$ cat src/rtl/cvsq_pkg.sv
// ----------------------------------------------------------------------------
// cvsq_pkg
// Widths, constants, register indexes and stage records of the CV quantiser.
// ----------------------------------------------------------------------------
`default_nettype none

package cvsq_pkg;

    localparam int MAX_NOTES      = 16;
    localparam int UNITS_PER_VOLT = 1536;
    localparam int NOTE_W         = 16;
    localparam int IDX_W          = 4;
    localparam int PAIRS          = MAX_NOTES - 1;
    localparam int RAW_W          = 15;
    localparam int OCT_W          = 5;
    localparam int FRAC_W         = 11;
    localparam int QCV_W          = 16;
    localparam int COUNT_W        = 5;
    localparam int WORD_W         = 64;
    localparam int NOTES_PER_WORD = 4;
    localparam int CFG_INDEX_W    = 3;
    localparam int SUM_W          = 18;

    typedef logic [MAX_NOTES-1:0][NOTE_W-1:0] notes_t;

    typedef enum logic [CFG_INDEX_W-1:0] {
        REG_NOTE_COUNT = 3'd0,
        REG_NOTES_A    = 3'd1,
        REG_NOTES_B    = 3'd2,
        REG_NOTES_C    = 3'd3,
        REG_NOTES_D    = 3'd4
    } cfg_index_t;

    typedef struct packed {
        logic signed [RAW_W-1:0]  raw;
        logic signed [OCT_W-1:0]  oct;
        logic        [FRAC_W-1:0] frac;
    } split_t;

    typedef struct packed {
        logic signed [RAW_W-1:0] raw;
        logic signed [OCT_W-1:0] oct;
        logic        [PAIRS-1:0] hit;
        logic        [PAIRS-1:0] up;
        logic                    below;
        logic                    prev_first;
        logic                    next_first;
        logic                    pass;
        logic        [IDX_W-1:0] last_idx;
    } cmp_t;

    typedef struct packed {
        logic signed [RAW_W-1:0] raw;
        logic signed [OCT_W-1:0] oct;
        logic        [IDX_W-1:0] idx;
        logic                    pass;
    } sel_t;

endpackage

`default_nettype wire

$ cat src/rtl/cvsq_split.sv
// ----------------------------------------------------------------------------
// cvsq_split
// First stage: floored octave and fraction within the octave.
// ----------------------------------------------------------------------------
`default_nettype none

module cvsq_split (
    input  wire logic                                  clk,
    input  wire logic                                  rst_n,
    input  wire logic                                  valid_in,
    input  wire logic signed [cvsq_pkg::RAW_W-1:0]     raw_in,
    output logic                                       up_ready,
    input  wire logic                                  down_ready,
    output logic                                       valid_out,
    output cvsq_pkg::split_t                           data_out
);
    import cvsq_pkg::*;

    logic        valid_reg;
    logic        valid_next;
    split_t      data_reg;
    split_t      data_next;
    logic [5:0]  volt_q;
    logic [6:0]  shifted;
    logic [11:0] prod;
    logic [OCT_W-1:0]  oct_c;
    logic [16:0] raw_ext;
    logic [16:0] oct_scaled;
    logic [16:0] diff;

    assign up_ready = !valid_reg || down_ready;

    always_comb
    begin
        // floor(v / 1536) = floor(floor(v / 512) / 3)
        volt_q     = raw_in[RAW_W-1:9];
        shifted    = {volt_q[5], volt_q} + 7'd33;
        prod       = {5'b0, shifted} * 12'd43;
        oct_c      = prod[11:7] - 5'd11;
        raw_ext    = {{2{raw_in[RAW_W-1]}}, raw_in};
        oct_scaled = {{12{oct_c[OCT_W-1]}}, oct_c} * 17'(UNITS_PER_VOLT);
        diff       = raw_ext - oct_scaled;
        data_next.raw  = raw_in;
        data_next.oct  = oct_c;
        data_next.frac = diff[FRAC_W-1:0];
        valid_next = up_ready ? valid_in : valid_reg;
    end

    always_ff @(posedge clk or negedge rst_n)
    begin
        if (!rst_n)
        begin
            valid_reg <= 1'b0;
        end
        else
        begin
            valid_reg <= valid_next;
        end
    end

    always_ff @(posedge clk)
    begin
        if (up_ready && valid_in)
        begin
            data_reg <= data_next;
        end
    end

    assign valid_out = valid_reg;
    assign data_out  = data_reg;

endmodule

`default_nettype wire

$ cat src/rtl/cvsq_compare.sv
// ----------------------------------------------------------------------------
// cvsq_compare
// Second stage: parallel note-pair compares and wrap-around decisions.
// ----------------------------------------------------------------------------
`default_nettype none

module cvsq_compare (
    input  wire logic                              clk,
    input  wire logic                              rst_n,
    input  wire logic [cvsq_pkg::COUNT_W-1:0]      note_count,
    input  wire cvsq_pkg::notes_t                  notes,
    input  wire logic                              valid_in,
    input  wire cvsq_pkg::split_t                  data_in,
    output logic                                   up_ready,
    input  wire logic                              down_ready,
    output logic                                   valid_out,
    output cvsq_pkg::cmp_t                         data_out
);
    import cvsq_pkg::*;

    logic               valid_reg;
    logic               valid_next;
    cmp_t               data_reg;
    cmp_t               data_next;
    logic [COUNT_W-1:0] n_eff;
    logic [NOTE_W-1:0]  frac_ext;
    logic [NOTE_W-1:0]  first;
    logic [NOTE_W-1:0]  last;
    logic [SUM_W-1:0]   pair_sum;
    logic [SUM_W-1:0]   twice_frac;

    assign up_ready = !valid_reg || down_ready;

    always_comb
    begin
        n_eff = (note_count > COUNT_W'(MAX_NOTES)) ? COUNT_W'(MAX_NOTES) : note_count;
        frac_ext = {{(NOTE_W-FRAC_W){1'b0}}, data_in.frac};
        data_next.raw  = data_in.raw;
        data_next.oct  = data_in.oct;
        data_next.pass = (n_eff == '0);
        data_next.last_idx = (n_eff == '0) ? '0 : IDX_W'(n_eff - 1'b1);
        for (int i = 0; i < PAIRS; i++)
        begin
            data_next.hit[i] = (n_eff > COUNT_W'(i + 1))
                               && (frac_ext >= notes[i]) && (frac_ext <= notes[i+1]);
            data_next.up[i]  = ({1'b0, notes[i+1]} + {1'b0, notes[i]})
                               < {frac_ext, 1'b0};
        end
        first      = notes[0];
        last       = notes[data_next.last_idx];
        pair_sum   = {2'b0, first} + {2'b0, last};
        twice_frac = {{(SUM_W-FRAC_W-1){1'b0}}, data_in.frac, 1'b0};
        data_next.below      = frac_ext < first;
        data_next.prev_first = pair_sum < (twice_frac + SUM_W'(UNITS_PER_VOLT));
        data_next.next_first = (pair_sum + SUM_W'(UNITS_PER_VOLT)) < twice_frac;
        valid_next = up_ready ? valid_in : valid_reg;
    end

    always_ff @(posedge clk or negedge rst_n)
    begin
        if (!rst_n)
        begin
            valid_reg <= 1'b0;
        end
        else
        begin
            valid_reg <= valid_next;
        end
    end

    always_ff @(posedge clk)
    begin
        if (up_ready && valid_in)
        begin
            data_reg <= data_next;
        end
    end

    assign valid_out = valid_reg;
    assign data_out  = data_reg;

endmodule

`default_nettype wire

$ cat src/rtl/cvsq_select.sv
// ----------------------------------------------------------------------------
// cvsq_select
// Third stage: pick the note index and the octave of the chosen note.
// ----------------------------------------------------------------------------
`default_nettype none

module cvsq_select (
    input  wire logic              clk,
    input  wire logic              rst_n,
    input  wire logic              valid_in,
    input  wire cvsq_pkg::cmp_t    data_in,
    output logic                   up_ready,
    input  wire logic              down_ready,
    output logic                   valid_out,
    output cvsq_pkg::sel_t         data_out
);
    import cvsq_pkg::*;

    logic             valid_reg;
    logic             valid_next;
    sel_t             data_reg;
    sel_t             data_next;
    logic             found;
    logic [IDX_W-1:0] first_hit;

    assign up_ready = !valid_reg || down_ready;

    always_comb
    begin
        found     = 1'b0;
        first_hit = '0;
        // lowest pair wins
        for (int i = PAIRS - 1; i >= 0; i--)
        begin
            if (data_in.hit[i])
            begin
                found     = 1'b1;
                first_hit = IDX_W'(i);
            end
        end
        data_next.raw  = data_in.raw;
        data_next.pass = data_in.pass;
        data_next.oct  = data_in.oct;
        data_next.idx  = '0;
        if (data_in.pass)
        begin
            data_next.idx = '0;
        end
        else if (found)
        begin
            data_next.idx = data_in.up[first_hit] ? first_hit + 1'b1 : first_hit;
        end
        else if (data_in.below)
        begin
            if (!data_in.prev_first)
            begin
                data_next.idx = data_in.last_idx;
                data_next.oct = data_in.oct - 1'b1;
            end
        end
        else
        begin
            if (data_in.next_first)
            begin
                data_next.oct = data_in.oct + 1'b1;
            end
            else
            begin
                data_next.idx = data_in.last_idx;
            end
        end
        valid_next = up_ready ? valid_in : valid_reg;
    end

    always_ff @(posedge clk or negedge rst_n)
    begin
        if (!rst_n)
        begin
            valid_reg <= 1'b0;
        end
        else
        begin
            valid_reg <= valid_next;
        end
    end

    always_ff @(posedge clk)
    begin
        if (up_ready && valid_in)
        begin
            data_reg <= data_next;
        end
    end

    assign valid_out = valid_reg;
    assign data_out  = data_reg;

endmodule

`default_nettype wire

$ cat src/rtl/cvsq_compose.sv
// ----------------------------------------------------------------------------
// cvsq_compose
// Output stage: octave times volt plus note offset, or the raw sample on pass-through, held until taken.
// ----------------------------------------------------------------------------
`default_nettype none

module cvsq_compose (
    input  wire logic                                  clk,
    input  wire logic                                  rst_n,
    input  wire cvsq_pkg::notes_t                      notes,
    input  wire logic                                  valid_in,
    input  wire cvsq_pkg::sel_t                        data_in,
    output logic                                       up_ready,
    input  wire logic                                  result_ready,
    output logic                                       result_valid,
    output logic signed [cvsq_pkg::QCV_W-1:0]          quantized_cv,
    output logic signed [cvsq_pkg::OCT_W-1:0]          octave_number,
    output logic        [cvsq_pkg::IDX_W-1:0]          note_number,
    output logic                                       passed_through
);
    import cvsq_pkg::*;

    logic              valid_reg;
    logic              valid_next;
    logic [QCV_W-1:0]  qcv_reg;
    logic [QCV_W-1:0]  qcv_next;
    logic [OCT_W-1:0]  oct_reg;
    logic [IDX_W-1:0]  note_reg;
    logic              pass_reg;
    logic [SUM_W-1:0]  oct_scaled;
    logic [SUM_W-1:0]  note_sum;

    assign up_ready = !valid_reg || result_ready;

    always_comb
    begin
        oct_scaled = {{(SUM_W-OCT_W){data_in.oct[OCT_W-1]}}, data_in.oct}
                     * SUM_W'(UNITS_PER_VOLT);
        note_sum   = oct_scaled + {{(SUM_W-NOTE_W){1'b0}}, notes[data_in.idx]};
        qcv_next   = data_in.pass ? {data_in.raw[RAW_W-1], data_in.raw}
                                  : note_sum[QCV_W-1:0];
        valid_next = up_ready ? valid_in : valid_reg;
    end

    always_ff @(posedge clk or negedge rst_n)
    begin
        if (!rst_n)
        begin
            valid_reg <= 1'b0;
        end
        else
        begin
            valid_reg <= valid_next;
        end
    end

    always_ff @(posedge clk)
    begin
        if (up_ready && valid_in)
        begin
            qcv_reg  <= qcv_next;
            oct_reg  <= data_in.oct;
            note_reg <= data_in.idx;
            pass_reg <= data_in.pass;
        end
    end

    assign result_valid   = valid_reg;
    assign quantized_cv   = qcv_reg;
    assign octave_number  = oct_reg;
    assign note_number    = note_reg;
    assign passed_through = pass_reg;

endmodule

`default_nettype wire

$ cat src/rtl/cv_scale_quantizer_top.sv
// Pitch CV quantiser: takes one signed CV sample per transaction (1536 units per
// volt) and returns the nearest note of the configured scale, its octave and
// index. One sample is accepted every cycle while result_ready is high; each
// sample is registered in turn by the split, compare, select and compose
// stages before its result is presented. There is one register stage each for
// octave split, parallel note compares, note selection and output compose.
// A stall on the result side holds the pipeline and frees a stage per bubble.
// Write the scale registers only while no transaction is in flight.
// ----------------------------------------------------------------------------
// cv_scale_quantizer_top
// Configuration registers and the four-stage quantiser pipeline.
// ----------------------------------------------------------------------------
`default_nettype none

module cv_scale_quantizer_top (
    input  wire logic                                  clk,
    input  wire logic                                  rst_n,
    input  wire logic                                  cfg_write,
    input  wire logic [cvsq_pkg::CFG_INDEX_W-1:0]      cfg_index,
    input  wire logic [cvsq_pkg::WORD_W-1:0]           cfg_data,
    input  wire logic                                  cv_valid,
    output logic                                       cv_ready,
    input  wire logic signed [cvsq_pkg::RAW_W-1:0]     raw_cv,
    output logic                                       result_valid,
    input  wire logic                                  result_ready,
    output logic signed [cvsq_pkg::QCV_W-1:0]          quantized_cv,
    output logic signed [cvsq_pkg::OCT_W-1:0]          octave_number,
    output logic        [cvsq_pkg::IDX_W-1:0]          note_number,
    output logic                                       passed_through
);
    import cvsq_pkg::*;

    logic [COUNT_W-1:0] note_count_reg;
    logic [COUNT_W-1:0] note_count_next;
    notes_t             notes_reg;
    notes_t             notes_next;

    logic   split_valid;
    logic   split_ready;
    split_t split_data;
    logic   cmp_valid;
    logic   cmp_ready;
    cmp_t   cmp_data;
    logic   sel_valid;
    logic   sel_ready;
    sel_t   sel_data;

    always_comb
    begin
        note_count_next = note_count_reg;
        notes_next      = notes_reg;
        if (cfg_write)
        begin
            case (cfg_index)
                REG_NOTE_COUNT: note_count_next = cfg_data[COUNT_W-1:0];
                REG_NOTES_A:    notes_next[0*NOTES_PER_WORD +: NOTES_PER_WORD] = cfg_data;
                REG_NOTES_B:    notes_next[1*NOTES_PER_WORD +: NOTES_PER_WORD] = cfg_data;
                REG_NOTES_C:    notes_next[2*NOTES_PER_WORD +: NOTES_PER_WORD] = cfg_data;
                REG_NOTES_D:    notes_next[3*NOTES_PER_WORD +: NOTES_PER_WORD] = cfg_data;
                default:        note_count_next = note_count_reg;
            endcase
        end
    end

    always_ff @(posedge clk or negedge rst_n)
    begin
        if (!rst_n)
        begin
            note_count_reg <= '0;
            notes_reg      <= '0;
        end
        else
        begin
            note_count_reg <= note_count_next;
            notes_reg      <= notes_next;
        end
    end

    cvsq_split u_split (
        .clk        (clk),
        .rst_n      (rst_n),
        .valid_in   (cv_valid),
        .raw_in     (raw_cv),
        .up_ready   (cv_ready),
        .down_ready (split_ready),
        .valid_out  (split_valid),
        .data_out   (split_data)
    );

    cvsq_compare u_compare (
        .clk        (clk),
        .rst_n      (rst_n),
        .note_count (note_count_reg),
        .notes      (notes_reg),
        .valid_in   (split_valid),
        .data_in    (split_data),
        .up_ready   (split_ready),
        .down_ready (cmp_ready),
        .valid_out  (cmp_valid),
        .data_out   (cmp_data)
    );

    cvsq_select u_select (
        .clk        (clk),
        .rst_n      (rst_n),
        .valid_in   (cmp_valid),
        .data_in    (cmp_data),
        .up_ready   (cmp_ready),
        .down_ready (sel_ready),
        .valid_out  (sel_valid),
        .data_out   (sel_data)
    );

    cvsq_compose u_compose (
        .clk            (clk),
        .rst_n          (rst_n),
        .notes          (notes_reg),
        .valid_in       (sel_valid),
        .data_in        (sel_data),
        .up_ready       (sel_ready),
        .result_ready   (result_ready),
        .result_valid   (result_valid),
        .quantized_cv   (quantized_cv),
        .octave_number  (octave_number),
        .note_number    (note_number),
        .passed_through (passed_through)
    );

endmodule

`default_nettype wire

$ cat config.mk
export PLATFORM = sky130hd
export DESIGN_NAME = cv_scale_quantizer_top
export DESIGN_NICKNAME = d
export VERILOG_FILES = /design/src/rtl/cvsq_pkg.sv /design/src/rtl/cvsq_split.sv /design/src/rtl/cvsq_compare.sv /design/src/rtl/cvsq_select.sv /design/src/rtl/cvsq_compose.sv /design/src/rtl/cv_scale_quantizer_top.sv
export SDC_FILE = /design/constraint.sdc
export NUM_CORES = 2
export LEC_CHECK = 0
export CAP_MARGIN = 20
export CELL_PAD_IN_SITES_DETAIL_PLACEMENT = 1
export CELL_PAD_IN_SITES_GLOBAL_PLACEMENT = 2
export CORE_UTILIZATION = 45
export CTS_CLUSTER_DIAMETER = 40
export DETAILED_ROUTE_END_ITERATION = 10
export DONT_BUFFER_PORTS = 1
export GPL_ROUTABILITY_DRIVEN = 0
export PLACE_DENSITY_LB_ADDON = 0.15
export REMOVE_ABC_BUFFERS = 1
export SKIP_CTS_REPAIR_TIMING = 1
export SLEW_MARGIN = 40
export SYNTH_ARGS = -nofsm -noshare
export SYNTH_HDL_FRONTEND = slang
export SYNTH_HIERARCHICAL = 1
export SYNTH_SLANG_ARGS = --single-unit
$ cat constraint.sdc
create_clock -name clk -period 12.55 [get_ports clk]
set_input_delay 0.6275 -clock clk [delete_from_list [all_inputs] [get_ports clk]]
set_output_delay 0.6275 -clock clk [all_outputs]
set_load 0.01 [all_outputs]
# After elaboration in Yosys (flattened, before gate mapping)
# Cells that the tools add are included.
# Widths: inputs -> output; s select.
[word_totals] input_bits=87 out_inout_bits=28 register_bits=405
[op_classes] addsub=26 reduce_logical=49 eq_ne=4 magnitude_cmp=67 multipliers=3 mux=47
[ops] cell="$add 16x16->17" n=16
[ops] cell="$lt 17x12->1" n=15
[ops] cell="$ge 11x16->1" n=15
[ops] cell="$le 11x16->1" n=15
[ops] cell="$bmux 16 s4" n=2
[ops] cell="$mux 4" n=19
[ops] cell="$mux 16" n=3
[ops] cell="$gt 5x4->1 const B" n=8
[ops] cell="$logic_and 1x1->1" n=34
[ops] cell="$gt 5x3->1 const B" n=4
[ops] cell="$mux 5" n=4
[ops] cell="$add 18x11->18 const B" n=1
[ops] cell="$lt 18x12->1" n=1
[ops] cell="$lt 18x18->1" n=1
[ops] cell="$mul 18x2->7 const B" n=1
[ops] cell="$mux 9" n=2
[ops] cell="$mul 17x2->2 const B" n=1
[ops] cell="$add 16x16->16" n=1
[ops] cell="$lt 11x16->1" n=1
[ops] cell="$mux 1" n=16
[ops] cell="$lt 4x5->1 const B" n=3
[ops] cell="$add 12x11->13 const B" n=1
[ops] cell="$mul 7x6->12 const B" n=1
[ops] cell="$sub 11x11->11" n=1
[ops] cell="other kinds (18)" n=30

# Longest topological paths before layout
[logic_depth] depth_word=19 ltp_mapped=31

# Cells and area by module
# Netlist, hierarchy kept.
[modules_own_cells] mod="cvsq_compare" instances=1 cells_each=2727 area_per_inst_um2=21114.0
[modules_own_cells] mod="cv_scale_quantizer_top" instances=1 cells_each=555 area_per_inst_um2=9841.9
[modules_own_cells] mod="cvsq_compose" instances=1 cells_each=225 area_per_inst_um2=3354.5
[modules_own_cells] mod="cvsq_split" instances=1 cells_each=150 area_per_inst_um2=1749.2
[modules_own_cells] mod="cvsq_select" instances=1 cells_each=137 area_per_inst_um2=1547.7

# Worst setup path before layout
# OpenSTA, ideal clock, no wires.
[synth_timing] kind="reg2reg" from="reg note_count_reg[4]" to="reg u_compare.data_reg, in the netlist u_compare/data_out[6], data pin" required_ps=12374 period_less_slack_ps=6266 arrival_ps=6090 path_buffers=5 setup_ps=176 slack_ps=6284 stages_incl_launch_ff=28 cell_sequence="dfrtp_1 buf_6 nand2b_1 clkbuf_1 clkbuf_1 ha_1 or4b_4 nand2_2 buf_1 buf_1 o211ai_1 a311oi_1 a21oi_1 ha_1 a21o_1 a21o_1 a21oi_1 nor3b_1 o31a_4 nor2_1 xor2_1 ha_1 o41ai_1 a21oi_1 a211oi_1 a211oi_1 o21a_1 nor4_1"
[synth_rtl] element="from (decl)" line="cv_scale_quantizer_top.sv:33" text="logic [COUNT_W-1:0] note_count_reg;"
[synth_rtl] element="from (signal assigned)" line="cv_scale_quantizer_top.sv:74" text="note_count_reg <= note_count_next;"
[synth_rtl] element="to (signal assigned)" line="cvsq_compare.sv:75" text="data_reg <= data_next;"
[synth_rtl] element="to (decl)" line="cvsq_compare.sv:23" text="cmp_t data_reg;"

==> results.sh <==
export IMPL_status="finished with violations"
export IMPL_violations="design-rule violations, max-slew violations"
export IMPL_crit_path_max_fanout=77
export IMPL_power_frac_comb=0.559
export IMPL_grt_pass1_vias=33587
export IMPL_syn_inst=3794
export IMPL_rows=105
export IMPL_path_class="flop to flop"
export IMPL_p_clk_frac=0.221
export IMPL_grtUsageTotal=0.361
export IMPL_fin_crit_sh=0.585
export IMPL_viasPerCell=6.49
export IMPL_cp_required_ns=13.01
export IMPL_ys_warn_count=6
export IMPL_maxCapViolCount=0
export IMPL_fin_skew_ns=0.0394
export IMPL_switching_power_uw=4820
export IMPL_rsz0062_at_grt="false"
export IMPL_timing_hold_ws_ns=0.0589
export IMPL_clockBufferDepth=3
export IMPL_route_vias_total=32354
export IMPL_critPathCaptureType="flop"
export IMPL_ir_drop_mv=0.125
export IMPL_cp_arrival_ns=7.80
export IMPL_cts_tree="done"
export IMPL_routedWlPerCell_um=31.0
export IMPL_drt_total_wl_um=155000
export IMPL_fin_util=0.506
export IMPL_p_int_uw=5560
export IMPL_ff2ff_setup_slack_ns=5.21
export IMPL_maxClockFrequency_mhz=136
export IMPL_relSlewSlack=-0.158
export IMPL_start_util=0.457
export IMPL_synth_edf_count=131
export IMPL_grt_max_degree=266
export IMPL_powerDensity_nw_per_um2=249
export IMPL_netlist_top_cells_area="ha_1 (21%), dfrtp_1 (18%), edfxtp_1 (10%)"
export IMPL_finalCriticalPeriod_ns=7.34
export IMPL_drv_slew=140
export IMPL_p_sw_frac=0.464
export IMPL_tns_ns=0
export IMPL_grt_pass1_wl_um=227000
export IMPL_cts_clk_slew_worst_paths_ns=0.05
export IMPL_drc_errors=1
export IMPL_final_cell_mix="ha_1 (624), inv_1 (296), dfrtp_1 (265)"
export IMPL_tightest_slew_ns=1.74
export IMPL_core_area_um2=82400
export IMPL_ys_types=103
export IMPL_power_frac_seq=0.220
export IMPL_die_w_um=291
export IMPL_ys_flop_type="dfrtp_1"
export IMPL_nFillCells=9092
export IMPL_synth_top_cell_area_share=0.208
export IMPL_cts_sinks=396
export IMPL_pin_count=115
export IMPL_leakagePower_uw=0.0185
export IMPL_largest_register_ffs=256
export IMPL_post_dp_hpwl_um=118000
export IMPL_drive_gt1_frac=0.153
export IMPL_startpoint_type="flop"
export IMPL_htreeDepth=3
export IMPL_final_nets=4547
export IMPL_yosysSeqAreaShare=0.281
export IMPL_root_buffer="clkbuf_16"
export IMPL_antenna_found_initial=12
export IMPL_clk_latency_ns=0.64
export IMPL_finalNonFillerCells=4986
export IMPL_numPlacedInstances=4794
export IMPL_setup_viol=0
export IMPL_first_pass_iters=8
export IMPL_final_common_cell="ha_1"
export IMPL_syn_to_final_growth_pct=10.8
export IMPL_hp_class="input pin to async pin"
export IMPL_first_iter_violations=2755
export IMPL_async_reset_ff_frac=0.669
export IMPL_port_buffer_count=0
export IMPL_die_y_um=291
export IMPL_yosys_area_top_type="ha_1"
export IMPL_antenna_left=0
export IMPL_cts_inserted_buffers=82
export IMPL_synth_cell_area_um2=37600
export IMPL_ys_seq_elements=396
export IMPL_avgSynthCellArea_um2=9.91
export IMPL_die_area_um2=84700
export IMPL_finalHoldViolations=0
export IMPL_grt_ovfl_total=0
-- metal layers --
metal  up-vias  routed length [um]  global-route usage
li1      14286                   -                   -
met2      1327               69500               0.569
met1     16370               65000               0.470
met5         -                  31                   0
met3       367               10900              0.0596
met4         4                9260               0.204
-- cell families after synthesis --
kind of cell,share of synthesized area
AO/OA/AOI/OAI,0.166
AND/OR/NAND/NOR,0.118
adder cells (fa/ha/maj),0.221
buffers and inverters,0.0496
flip-flops,0.281
multiplexers,0.131
XOR/XNOR,0.0327
-- cell type report --
type	instances	area (um2)	share of cell area
Antenna cell	38	95.1	0.00228
Clock buffer	93	2210	0.0529
Clock inverter	58	681	0.0163
Inverter	303	1140	0.0273
Multi-Input combinational cell	2981	25200	0.605
Sequential cell	396	10600	0.253
Tap cell	1070	1340	0.0321
Timing Repair Buffer	47	429	0.0103
-- synthesized netlist by cell type (20+ instances only) --
cell type / n
a211oi_1: 64
a21boi_0: 38
a21o_1: 63
a21oi_1: 225
a221oi_1: 41
a22oi_1: 24
buf_6: 20
clkbuf_1: 48
dfrtp_1: 265
edfxtp_1: 131
fa_1: 24
ha_1: 625
inv_1: 297
mux2_2: 264
mux2i_1: 23
mux4_2: 76
nand2_1: 209
nand2b_1: 65
nand3_1: 69
nand4_1: 48
nor2_1: 226
nor2b_1: 75
nor3_1: 65
nor4_1: 27
o211ai_1: 51
o21a_1: 66
o21ai_0: 203
or3_1: 21
xnor2_1: 101
xor2_1: 35
-- worst max-delay path: stages (launching register included) --
cell and delay, ns:
dfrtp_1 0.32, buf_4 0.24, nand2b_4 0.51, ha_2 0.49, or4b_4 0.56, nand2_4 0.24
buf_6 0.55, o211ai_1 0.19, a311oi_1 0.51, a21oi_1 0.14, ha_1 0.34, a21o_1 0.21
a311oi_1 0.28, nor2_1 0.14, or4_1 0.44, and2_1 0.17, xor2_1 0.32, ha_1 0.32
nand2_1 0.08, a21oi_1 0.05, a211oi_1 0.40, a211oi_1 0.16, o21a_1 0.21, nor4_1 0.25
-- per-stage QoR --
step,cell area [um2],setup WS (ns),power [uW]
floorplan,36900,4.08,5940
global placement,38600,5.01,7530
detailed placement,38600,4.80,7870
CTS,41500,4.76,10200
global route,41700,4.77,11000
finish,41700,5.21,10400
-- power by group through the flow --
stage          clock, uW  combinational [uW]  sequential (uW)
2_1_floorplan          0                3930             2000
3_3_place_gp           0                5270             2270
3_5_place_dp           0                5590             2280
4_1_cts             2310                5650             2260
5_1_grt             2370                6340             2290
6_report            2290                5810             2280
-- worst paths after layout --
| kind | startpoint | endpoint | depth (start not counted) |
|---|---|---|---|
| worst max-delay path | note_count_reg[4] | u_compare/data_out[6] | 23 |
| worst min-delay path | rst_n | notes_reg[141] | 1 |
| worst max register to register | note_count_reg[4] | u_compare/data_out[6] | 23 |
| worst min register to register | u_compare/data_out[46] | u_select/data_out[13] | 0 |
| max in group asynchronous | rst_n | notes_reg[67] | 1 |
| min in group clk | raw_cv[14] | u_split/data_out[30] | 0 |
No activity file was read; power rests on OpenSTA's default activity.
